$ cat config.mk
export PLATFORM = sky130hd
export DESIGN_NAME = qmap_uplink_header_builder_core
export DESIGN_NICKNAME = d
export VERILOG_FILES = /design/src/design/qmap_hb_pkg.sv /design/src/design/qmap_uplink_header_builder_core.sv /design/src/design/qmap_hb_capture.sv /design/src/design/qmap_hb_table.sv
export SDC_FILE = /design/constraint.sdc
export NUM_CORES = 2
export LEC_CHECK = 0
export BUFFER_PORTS_ARGS = -buffer_cell sky130_fd_sc_hd__buf_2
export CORE_MARGIN = 5
export CORE_UTILIZATION = 40
export DETAILED_ROUTE_END_ITERATION = 7
export HOLD_SLACK_MARGIN = 0.1
export PLACE_DENSITY = 0.65
export SYNTH_ARGS = -nofsm -noshare
export SYNTH_HDL_FRONTEND = slang
export SYNTH_SLANG_ARGS = --single-unit
$ cat constraint.sdc
create_clock -name aclk -period 7 [get_ports aclk]
set_input_delay 1.05 -clock aclk [delete_from_list [all_inputs] [get_ports aclk]]
set_output_delay 1.05 -clock aclk [all_outputs]
set_load 0.05 [all_outputs]
$ cat src/design/qmap_hb_pkg.sv
// ----------------------------------------------------------------------------
// qmap_hb_pkg
// Types and constants shared by the uplink mux header builder modules.
// ----------------------------------------------------------------------------
`default_nettype none

package qmap_hb_pkg;

    // item actions
    localparam logic ACTION_PACKET = 1'b0;
    localparam logic ACTION_TABLE  = 1'b1;

    // table word selects
    localparam logic [1:0] SEL_IPV4    = 2'd0;
    localparam logic [1:0] SEL_IPV6_HI = 2'd1;
    localparam logic [1:0] SEL_IPV6_LO = 2'd2;
    localparam logic [1:0] SEL_MUX_ID  = 2'd3;

    // result status codes
    localparam logic [1:0] STATUS_IPV4     = 2'd0;
    localparam logic [1:0] STATUS_IPV6     = 2'd1;
    localparam logic [1:0] STATUS_NOT_IP   = 2'd2;
    localparam logic [1:0] STATUS_OVERFLOW = 2'd3;

    localparam logic [3:0] VERSION_IPV4 = 4'h4;
    localparam logic [3:0] VERSION_IPV6 = 4'h6;

    localparam int COUNT_W = 17;
    localparam int LEN_W   = COUNT_W + 1;

    localparam logic [COUNT_W-1:0] COUNT_MAX   = '1;
    localparam logic [COUNT_W-1:0] V4_SRC_FIRST = 17'd12;
    localparam logic [COUNT_W-1:0] V4_SRC_LAST  = 17'd15;
    localparam logic [COUNT_W-1:0] V6_HI_FIRST  = 17'd8;
    localparam logic [COUNT_W-1:0] V6_HI_LAST   = 17'd15;
    localparam logic [COUNT_W-1:0] V6_LO_FIRST  = 17'd16;
    localparam logic [COUNT_W-1:0] V6_LO_LAST   = 17'd23;

    localparam logic [LEN_W-1:0] MAX_IP_LEN = 18'd65532;
    localparam logic [LEN_W-1:0] PLEN_SAT   = 18'd65535;

    typedef struct packed {
        logic        action;
        logic [7:0]  packet_byte;
        logic        last_byte;
        logic [2:0]  entry_index;
        logic [1:0]  word_select;
        logic [63:0] table_word;
    } in_item_t;

    typedef struct packed {
        logic [1:0]  status;
        logic [7:0]  chosen_mux_id;
        logic [1:0]  pad_count;
        logic [15:0] padded_length;
        logic [31:0] header_word;
    } result_t;

    // packet state as it stands after the current byte
    typedef struct packed {
        logic [3:0]       version;
        logic [31:0]      v4_src;
        logic [63:0]      v6_hi;
        logic [63:0]      v6_lo;
        logic [LEN_W-1:0] len;
    } capture_t;

    typedef struct packed {
        logic        en;
        logic [2:0]  index;
        logic [1:0]  sel;
        logic [63:0] data;
    } table_wr_t;

endpackage

`default_nettype wire

$ cat src/design/qmap_uplink_header_builder_core.sv
// ----------------------------------------------------------------------------
// qmap_uplink_header_builder_core
// Builds the 4-byte mux header for an uplink IP packet streamed byte by byte.
// ----------------------------------------------------------------------------
// One transaction is accepted every cycle unless a last byte waits on a held
// result. A transaction is either a packet byte or a mux table word write; the
// last byte of a packet yields one result via the input and result registers;
// other transactions yield none. Capture, the parallel compare over all table
// entries and the length padding all sit between those two registers. The mux
// table is held in flip-flops and cleared by reset, so the block is ready
// right after reset. default_mux_id is written through cfg_wr_en/cfg_wr_data
// and should only change while no packet is in flight.
`default_nettype none

module qmap_uplink_header_builder_core #(
    parameter int MUX_ENTRIES = 8
) (
    input  wire logic                  aclk,
    input  wire logic                  aresetn,

    input  wire logic                  cfg_wr_en,
    input  wire logic [7:0]            cfg_wr_data,

    input  wire logic                  s_valid,
    output logic                       s_ready,
    input  wire qmap_hb_pkg::in_item_t s_item,

    output logic                       m_valid,
    input  wire logic                  m_ready,
    output qmap_hb_pkg::result_t       m_result
);

    logic                  in_valid_reg;
    qmap_hb_pkg::in_item_t in_item_reg;
    logic                  out_valid_reg;
    qmap_hb_pkg::result_t  out_result_reg, out_result_next;
    logic [7:0]            default_mux_reg;

    logic                  is_packet;
    logic                  emits;
    logic                  advance;

    qmap_hb_pkg::capture_t  cap;
    qmap_hb_pkg::table_wr_t tbl_wr;
    logic [7:0]             chosen_mux_id;

    logic                         is_ip;
    logic                         is_v6;
    logic [1:0]                   pad;
    logic [qmap_hb_pkg::LEN_W-1:0] plen_full;
    logic [15:0]                  plen;

    always_comb begin
        is_packet = (in_item_reg.action == qmap_hb_pkg::ACTION_PACKET);
        emits     = in_valid_reg && is_packet && in_item_reg.last_byte;
        advance   = in_valid_reg && (!emits || !out_valid_reg || m_ready);
        s_ready   = !in_valid_reg || advance;
    end

    always_comb begin
        tbl_wr.en    = advance && !is_packet;
        tbl_wr.index = in_item_reg.entry_index;
        tbl_wr.sel   = in_item_reg.word_select;
        tbl_wr.data  = in_item_reg.table_word;
    end

    qmap_hb_capture u_capture (
        .aclk     (aclk),
        .aresetn  (aresetn),
        .pkt_en   (advance && is_packet),
        .pkt_byte (in_item_reg.packet_byte),
        .pkt_last (in_item_reg.last_byte),
        .cap      (cap)
    );

    qmap_hb_table #(
        .MUX_ENTRIES (MUX_ENTRIES)
    ) u_table (
        .aclk           (aclk),
        .aresetn        (aresetn),
        .wr             (tbl_wr),
        .cap            (cap),
        .default_mux_id (default_mux_reg),
        .chosen_mux_id  (chosen_mux_id)
    );

    // header formatting
    always_comb begin
        is_v6     = (cap.version == qmap_hb_pkg::VERSION_IPV6);
        is_ip     = is_v6 || (cap.version == qmap_hb_pkg::VERSION_IPV4);
        pad       = 2'd0 - cap.len[1:0];
        plen_full = cap.len + {{(qmap_hb_pkg::LEN_W-2){1'b0}}, pad};
        plen      = (plen_full > qmap_hb_pkg::PLEN_SAT) ? 16'hFFFF : plen_full[15:0];

        out_result_next = '0;
        if (!is_ip) begin
            out_result_next.status = qmap_hb_pkg::STATUS_NOT_IP;
        end else begin
            out_result_next.chosen_mux_id = chosen_mux_id;
            out_result_next.pad_count     = pad;
            out_result_next.padded_length = plen;
            if (cap.len > qmap_hb_pkg::MAX_IP_LEN) begin
                out_result_next.status = qmap_hb_pkg::STATUS_OVERFLOW;
            end else begin
                out_result_next.status = is_v6 ? qmap_hb_pkg::STATUS_IPV6
                                               : qmap_hb_pkg::STATUS_IPV4;
                out_result_next.header_word = {6'b0, pad, chosen_mux_id, plen};
            end
        end
    end

    always_ff @(posedge aclk) begin
        if (!aresetn) begin
            in_valid_reg    <= 1'b0;
            out_valid_reg   <= 1'b0;
            default_mux_reg <= '0;
        end else begin
            if (s_ready) begin
                in_valid_reg <= s_valid;
            end
            if (advance && emits) begin
                out_valid_reg <= 1'b1;
            end else if (m_ready) begin
                out_valid_reg <= 1'b0;
            end
            if (cfg_wr_en) begin
                default_mux_reg <= cfg_wr_data;
            end
        end
    end

    always_ff @(posedge aclk) begin
        if (s_valid && s_ready) begin
            in_item_reg <= s_item;
        end
        if (advance && emits) begin
            out_result_reg <= out_result_next;
        end
    end

    assign m_valid  = out_valid_reg;
    assign m_result = out_result_reg;

endmodule

`default_nettype wire

$ cat src/design/qmap_hb_capture.sv
// ----------------------------------------------------------------------------
// qmap_hb_capture
// Byte counter, version nibble and source address capture for one packet.
// ----------------------------------------------------------------------------
`default_nettype none

module qmap_hb_capture (
    input  wire logic                 aclk,
    input  wire logic                 aresetn,
    input  wire logic                 pkt_en,
    input  wire logic [7:0]           pkt_byte,
    input  wire logic                 pkt_last,
    output qmap_hb_pkg::capture_t     cap
);

    logic [qmap_hb_pkg::COUNT_W-1:0] count_reg, count_next;
    logic [3:0]  version_reg, version_next;
    logic [31:0] v4_reg, v4_next;
    logic [63:0] v6_hi_reg, v6_hi_next;
    logic [63:0] v6_lo_reg, v6_lo_next;

    always_comb begin
        version_next = version_reg;
        v4_next      = v4_reg;
        v6_hi_next   = v6_hi_reg;
        v6_lo_next   = v6_lo_reg;

        // first byte starts a fresh capture
        if (count_reg == '0) begin
            version_next = pkt_byte[7:4];
            v4_next      = '0;
            v6_hi_next   = '0;
            v6_lo_next   = '0;
        end
        if (count_reg >= qmap_hb_pkg::V4_SRC_FIRST && count_reg <= qmap_hb_pkg::V4_SRC_LAST) begin
            v4_next = {v4_next[23:0], pkt_byte};
        end
        if (count_reg >= qmap_hb_pkg::V6_HI_FIRST && count_reg <= qmap_hb_pkg::V6_HI_LAST) begin
            v6_hi_next = {v6_hi_next[55:0], pkt_byte};
        end
        if (count_reg >= qmap_hb_pkg::V6_LO_FIRST && count_reg <= qmap_hb_pkg::V6_LO_LAST) begin
            v6_lo_next = {v6_lo_next[55:0], pkt_byte};
        end

        if (pkt_last) begin
            count_next = '0;
        end else if (count_reg != qmap_hb_pkg::COUNT_MAX) begin
            count_next = count_reg + 1'b1;
        end else begin
            count_next = count_reg;
        end

        cap.version = version_next;
        cap.v4_src  = v4_next;
        cap.v6_hi   = v6_hi_next;
        cap.v6_lo   = v6_lo_next;
        cap.len     = {1'b0, count_reg} + 1'b1;
    end

    always_ff @(posedge aclk) begin
        if (!aresetn) begin
            count_reg   <= '0;
            version_reg <= '0;
            v4_reg      <= '0;
            v6_hi_reg   <= '0;
            v6_lo_reg   <= '0;
        end else if (pkt_en) begin
            count_reg   <= count_next;
            version_reg <= version_next;
            v4_reg      <= v4_next;
            v6_hi_reg   <= v6_hi_next;
            v6_lo_reg   <= v6_lo_next;
        end
    end

endmodule

`default_nettype wire

$ cat src/design/qmap_hb_table.sv
// ----------------------------------------------------------------------------
// qmap_hb_table
// Mux table storage and parallel source address match, last match wins.
// ----------------------------------------------------------------------------
`default_nettype none

module qmap_hb_table #(
    parameter int MUX_ENTRIES = 8
) (
    input  wire logic                  aclk,
    input  wire logic                  aresetn,
    input  wire qmap_hb_pkg::table_wr_t wr,
    input  wire qmap_hb_pkg::capture_t  cap,
    input  wire logic [7:0]            default_mux_id,
    output logic [7:0]                 chosen_mux_id
);

    logic [31:0] v4_tbl_reg  [MUX_ENTRIES];
    logic [63:0] v6_hi_tbl_reg [MUX_ENTRIES];
    logic [63:0] v6_lo_tbl_reg [MUX_ENTRIES];
    logic [7:0]  mux_tbl_reg [MUX_ENTRIES];

    logic                   is_v6;
    logic                   zero_src;
    logic [MUX_ENTRIES-1:0] hit;

    always_ff @(posedge aclk) begin
        if (!aresetn) begin
            for (int i = 0; i < MUX_ENTRIES; i++) begin
                v4_tbl_reg[i]    <= '0;
                v6_hi_tbl_reg[i] <= '0;
                v6_lo_tbl_reg[i] <= '0;
                mux_tbl_reg[i]   <= '0;
            end
        end else if (wr.en) begin
            // an index past the table matches no entry and is dropped
            for (int i = 0; i < MUX_ENTRIES; i++) begin
                if (int'(wr.index) == i) begin
                    unique case (wr.sel)
                        qmap_hb_pkg::SEL_IPV4:    v4_tbl_reg[i]    <= wr.data[31:0];
                        qmap_hb_pkg::SEL_IPV6_HI: v6_hi_tbl_reg[i] <= wr.data;
                        qmap_hb_pkg::SEL_IPV6_LO: v6_lo_tbl_reg[i] <= wr.data;
                        qmap_hb_pkg::SEL_MUX_ID:  mux_tbl_reg[i]   <= wr.data[7:0];
                        default:                  mux_tbl_reg[i]   <= mux_tbl_reg[i];
                    endcase
                end
            end
        end
    end

    always_comb begin
        is_v6 = (cap.version == qmap_hb_pkg::VERSION_IPV6);
        zero_src = is_v6 ? (cap.v6_hi == '0 && cap.v6_lo == '0) : (cap.v4_src == '0);
        for (int i = 0; i < MUX_ENTRIES; i++) begin
            hit[i] = is_v6 ? (v6_hi_tbl_reg[i] == cap.v6_hi && v6_lo_tbl_reg[i] == cap.v6_lo)
                           : (v4_tbl_reg[i] == cap.v4_src);
        end
    end

    always_comb begin
        chosen_mux_id = default_mux_id;
        if (!zero_src) begin
            for (int i = 0; i < MUX_ENTRIES; i++) begin
                if (hit[i]) begin
                    chosen_mux_id = mux_tbl_reg[i];
                end
            end
        end
    end

endmodule

`default_nettype wire

Word-level counts from Yosys, hierarchy flattened --
Memory sizes are Yosys's and may differ from the RTL's. Cells that the tools add are included.
Storage, ports and cells: memories 4, bits in writable memories 1344, register bits after elaboration 330
Memory list:
- u_table.v6_hi_tbl_reg | depth 8, width 64, read ports 8, clocked after memory_dff 0, wr ports 8, line qmap_hb_table.sv:19 | logic [63:0] v6_hi_tbl_reg [MUX_ENTRIES];
- u_table.v6_lo_tbl_reg | depth 8, width 64, read ports 8, clocked after memory_dff 0, wr ports 8, line qmap_hb_table.sv:20 | logic [63:0] v6_lo_tbl_reg [MUX_ENTRIES];
- u_table.v4_tbl_reg | depth 8, width 32, read ports 8, clocked after memory_dff 0, wr ports 8, line qmap_hb_table.sv:18 | logic [31:0] v4_tbl_reg [MUX_ENTRIES];
- u_table.mux_tbl_reg | depth 8, width 8, read ports 8, clocked after memory_dff 0, wr ports 8, line qmap_hb_table.sv:21 | logic [7:0] mux_tbl_reg [MUX_ENTRIES];
Operators by class: eq/ne operators 37, magnitude comparators 7, add/subtract/negate cells 4, bitwise operators 34, muxes and demuxes 197, reductions and logical operators 36
Operators with widths (number):
- $mux W64 | 20
- $eq A64 B64 Y1 | 16
- $mux W32 | 10
- $eq A32 B32 Y1 | 8
- $mux W1 | 146
- $mux W8 | 17
- $logic_not A64 Y1 | 2
- $gt A18 B16 Y1 const B | 2
- $ge A17 B4 Y1 const B | 2
- $mux W17 | 2
- $logic_not A32 Y1 | 1
- $or A1 B1 Y1 | 32
- $logic_and A1 B1 Y1 | 19
- $add A17 B1 Y18 const B | 1
- $add A18 B2 Y18 | 1
- $add A17 B1 Y17 const B | 1
- $ge A17 B5 Y1 const B | 1
- $le A17 B4 Y1 const B | 1
- $le A17 B5 Y1 const B | 1
- $logic_not A17 Y1 | 1
- $ne A17 B17 Y1 const B | 1
- $mux W16 | 1
- $eq A3 B3 Y1 const B | 4
- $eq A4 B3 Y1 const B | 2
- other kinds (14) | 23

Depth between registers and ports, before layout --
depth in word-level cells 15, depth in mapped cells 22

Cells and area by module --
From an unflattened synthesis, not the netlist that was laid out.
Second synthesis, totals: cells, all modules 6258, area total of the unflattened synthesis 76159.3 µm²
By module, submodules not included:
- qmap_hb_table | instances 1, sequential area each 40358.7 µm², area each 61939.4 µm², cells an instance 4864
- qmap_hb_capture | instances 1, sequential area each 3623.5 µm², area each 8993.6 µm², cells an instance 1094
- qmap_uplink_header_builder_core | instances 1, sequential area each 4194.0 µm², area each 5226.3 µm², cells an instance 300

Worst setup path after synthesis --
OpenSTA, ideal clock, no wires.
path kind reg-to-reg, start register in_item_reg[67] (netlist bit), end memory u_table.v6_hi_tbl_reg[7][0] (netlist: u_table.v6_hi_tbl_reg[1][192]), enable pin, required time 6426 ps, library setup time 574 ps, cell stages (with the launch flop) 4, arrival 5357 ps, setup slack 1069 ps, clock period less this slack 5931 ps, path through edfxtp_1 nand3_1 or2_2 o21ai_0
RTL lines:
- from (decl) | line qmap_uplink_header_builder_core.sv:34 | qmap_hb_pkg::in_item_t in_item_reg;
- from (signal assigned) | line qmap_uplink_header_builder_core.sv:134 | in_item_reg <= s_item;
- to (decl) | line qmap_hb_table.sv:19

Final worst setup path --
start register u_capture.count_reg[8] (netlist bit), end register out_result_reg, in the netlist m_result[21], data pin
Between the ends: word-level cells in the longest chain between the ends 15
Ends and longest elaborated chain:
- from (decl) | line qmap_hb_capture.sv:16 | logic [qmap_hb_pkg::COUNT_W-1:0] count_reg, count_next;
- from (signal assigned) | line qmap_hb_capture.sv:68 | count_reg <= count_next;
- $ge A17 B4 Y1 (tied with other cells) | line qmap_hb_capture.sv:38 | if (count_reg >= qmap_hb_pkg::V6_HI_FIRST && count_reg <= qmap_hb_pkg::V6_HI_LAST) begin
- $logic_and A1 B1 Y1 (tied with other cells) | line qmap_hb_capture.sv:38
- $mux W64 (on tied branches) | line qmap_hb_capture.sv:38, qmap_hb_capture.sv:41
- $eq A64 B64 Y1 | line qmap_hb_table.sv:55 | hit[i] = is_v6 ? (v6_hi_tbl_reg[i] == cap.v6_hi && v6_lo_tbl_reg[i] == cap.v6_lo)
- $logic_and A1 B1 Y1 | line qmap_hb_table.sv:55
- $mux W1 | line qmap_hb_table.sv:55
- $mux W8 (8 in a row) | line qmap_hb_table.sv:64 | if (hit[i]) begin
- $mux W8 | line qmap_hb_table.sv:62 | if (!zero_src) begin
- to (signal assigned) | line qmap_uplink_header_builder_core.sv:137 | out_result_reg <= out_result_next;
- to (decl) | line qmap_uplink_header_builder_core.sv:36 | qmap_hb_pkg::result_t out_result_reg, out_result_next;
Parallel ways exist; a longest one is shown, timed or not. A chain may end at the register's enable or synchronous reset.

==> reports/qor.txt <==
status: finished with violations
failing checks: max-capacitance violations, max-slew violations
CTS max path bufs: 3
Critical Path End Type: register
TritonCTS clock tree: yes
Post-synth EDFFs: 1,477
met1 Use GR: 62.09%
top_reg_cell synth: edfxtp_1
register bit count reported by yosys: 1,668
met2 Use GR: 66.75%
Setup Buffers After CTS: 0
hold depth: 1
relative slew slack: -6.374%
H-tree depth: 4
worst path arrival time: 7560 ps
Pleak: 0.03373 µW
drt drc: 0
Final #Nets: 7,641
cells along the critical path: or4_1 > or4_4 > buf_12 > nand4_1 > and2_1 > o2111ai_1 > nor4_1 > buf_4 > nand4_1 > nor4_2 > buf_4 > a21oi_1 > buf_4 > nor3_1 > a2111oi_0 > a211oi_1 > nor2_1
DR pass1 iterations: 6
Pwr Density: 254.5 nW/µm²
Clock Latency Late Sink: 890 ps
Core ar.: 194,800 µm²
maximum vdd drop: 0.2272 mV
Final Core Density: 48.21%
Worst Reg-to-Reg Cells: 17
Max Clock Skew: 66.01 ps
Max-cap violations: 4
Final period util: 99.95%
# IOs: 154
antenna viol nets, final: 0
Detailed Place HPWL: 382,800 µm
critical path's largest stage delay: 980 ps
total grt overflow: 0
worst path required time: 7560 ps
Avg WL per Cell: 50.17 µm
first-pass GRT wire length: 655,500 µm
Syn Area/Cell: 11.32 µm²
initial antenna violation count: 85
die height: 452.2 µm
post-synthesis sequential area ratio: 61.59%
root buffer cell: clkbuf_16
area growth from synthesis to layout: 20.06%
Cells after DPL: 9,979
Cells after Synth: 6,910
RSZ-0062 raised after global routing: false
Starting Density: 40.16%
port bufs: 147
Die Wd: 452.2 µm
Critical Path Start Type: register
largest net degree at the start of global routing: 125
Total GRT Usage: 49.55%
Inserted Clock Buffers: 186
Sink Count: 1,668
routability cong.: 1.146
drt first-iter violations: 13,660
crit path time final: 6997 ps
synth warn: 0
async set-reset flop share out of synthesis: 0%
vias in the first global route: 62,940
Slew Viols, Final: 22
Peak Freq: 142.9 MHz
GR peak layer: met2
CP max-delay cell: and2_1
die area: 204,500 µm²
design area: 93,920 µm²
critical path class: reg -> reg
most frequent CP cell: buf_4
setup TNS: 0 ps
CTS Hold Bufs: 0
Worst-path clk slew: 60 ps
Syn Std Cell Area: 78,220 µm²
met3 usage in global routing: 20.44%
num rows: 162
share of cells above drive strength 1: 18.22%
Vias: 70,360
WHS: 334.5 ps
Post-DP Area: 87,260 µm²
Hold Fails Final Rpt: 0
Unique masters post-synth: 92
final cell count without fillers: 10,390
critical path fanouts, max: 16
class of the worst hold path: in -> reg
Routed WL: 521,200 µm
post-DR vias/cell: 6.773
measured slew at the worst slew-check pin: 1592 ps
setup violators final: 0
worst max-delay path: cells and delay by family, from the launching register on:
family / cells / cell delay [ps]
buf+inv: 4 / 950
simple gates: 9 / 4400
flops: 1 / 370
compound gates: 4 / 920
where the power goes:
group	total [µW]	internal (µW)	leakage, µW	switching [µW]
clock	10500	5960	0.00312	4570
sequential	11600	11300	0.0165	354
combinational	1760	403	0.0141	1360
total	23900	17600	0.0337	6290
layout make-up:
cell class,instances,area [µm²]
Clock inverter,121,1510
Antenna cell,66,165.2
Timing Repair Buffer,928,7202
Multi-Input combinational cell,4617,28110
Sequential cell,1668,48180
Tap cell,2624,3283
Fill cell,17640,100900
Inverter,143,541.8
Clock buffer,222,4930
metrics by stage:
stage	power (µW)	setup WS, ps
finish	23910	3.281
global route	24230	33.31
CTS	23740	142.7
detailed placement	13450	-128.7
global placement	13450	-148.8
floorplan	12320	1069
cell usage after synthesis, types with 20 or more instances:
library cell	number	share of area, %
a211oi_1	86	0.83
a2111oi_0	44	0.49
a21o_1	20	0.19
and3_1	139	1.1
o2bb2ai_1	20	0.22
nor2b_1	24	0.19
buf_1	59	0.28
nor3_1	75	0.48
clkbuf_1	296	1.4
nand2_1	378	1.8
a31oi_1	31	0.25
o221ai_1	24	0.27
nand4_1	206	1.6
xnor2_1	530	5.9
buf_4	29	0.28
dfxtp_1	191	4.9
inv_1	143	0.69
a21oi_1	338	2.2
nor2_1	1264	6.1
o2111ai_1	29	0.32
o21ai_0	122	0.78
and2_1	70	0.56
nor4_1	187	1.5
nand3_1	226	1.4
xor2_1	331	3.7
o22ai_1	54	0.43
o211ai_1	74	0.71
edfxtp_1	1477	57
a22oi_1	28	0.27
buf_2	89	0.57
a2bb2oi_1	20	0.22
per-layer routing:
| layer | up-vias | share of wire, % |
|---|---|---|
| met5 | - | 0.024 |
| met4 | 20 | 9.9 |
| met3 | 1660 | 15 |
| met2 | 6805 | 39 |
| met1 | 35500 | 36 |
| li1 | 26380 | - |
path summary, 6_finish.rpt:
check                                             from                   end  slack (ps)
worst max-delay path            u_capture.count_reg[8]          m_result[21]           3
worst min-delay path                        s_item[10]       in_item_reg[10]         330
worst max register to register  u_capture.count_reg[8]          m_result[21]           3
worst min register to register    u_capture.v4_reg[24]  u_capture.v4_reg[24]         460
cells by family after synthesis:
kind of cell | after synthesis | share of synthesized area (%)
XOR/XNOR | 861 | 9.641
adder cells (fa/ha/maj) | 5 | 0.07998
multiplexers | 16 | 0.2047
AND/OR/NAND/NOR | 2701 | 16.13
flip-flops | 1668 | 61.59
AO/OA/AOI/OAI | 1026 | 8.886
other | 1 | 0.004794
buffers and inverters | 632 | 3.460
layout by cell type, fill, tap and decap left out, drive strengths merged, types with 84 or more instances in the layout:
| cell type | n |
|---|---|
| dfxtp | 191 |
| clkinv | 84 |
| xnor2 | 530 |
| edfxtp | 1477 |
| o211ai | 85 |
| nor2 | 1266 |
| nand3 | 226 |
| o21ai | 134 |
| nand2 | 386 |
| and3 | 139 |
| inv | 146 |
| buf | 928 |
| a211oi | 90 |
| nand4 | 206 |
| a21oi | 345 |
| xor2 | 331 |
| clkbuf | 222 |
| nor4 | 190 |
what timing repair did:
action                                  4_1_cts  5_1_grt
pin swaps                                     0        0
endpoints found under the setup margin       14       16
resized for setup                             2       11
(Power assumes the default switching activity.)
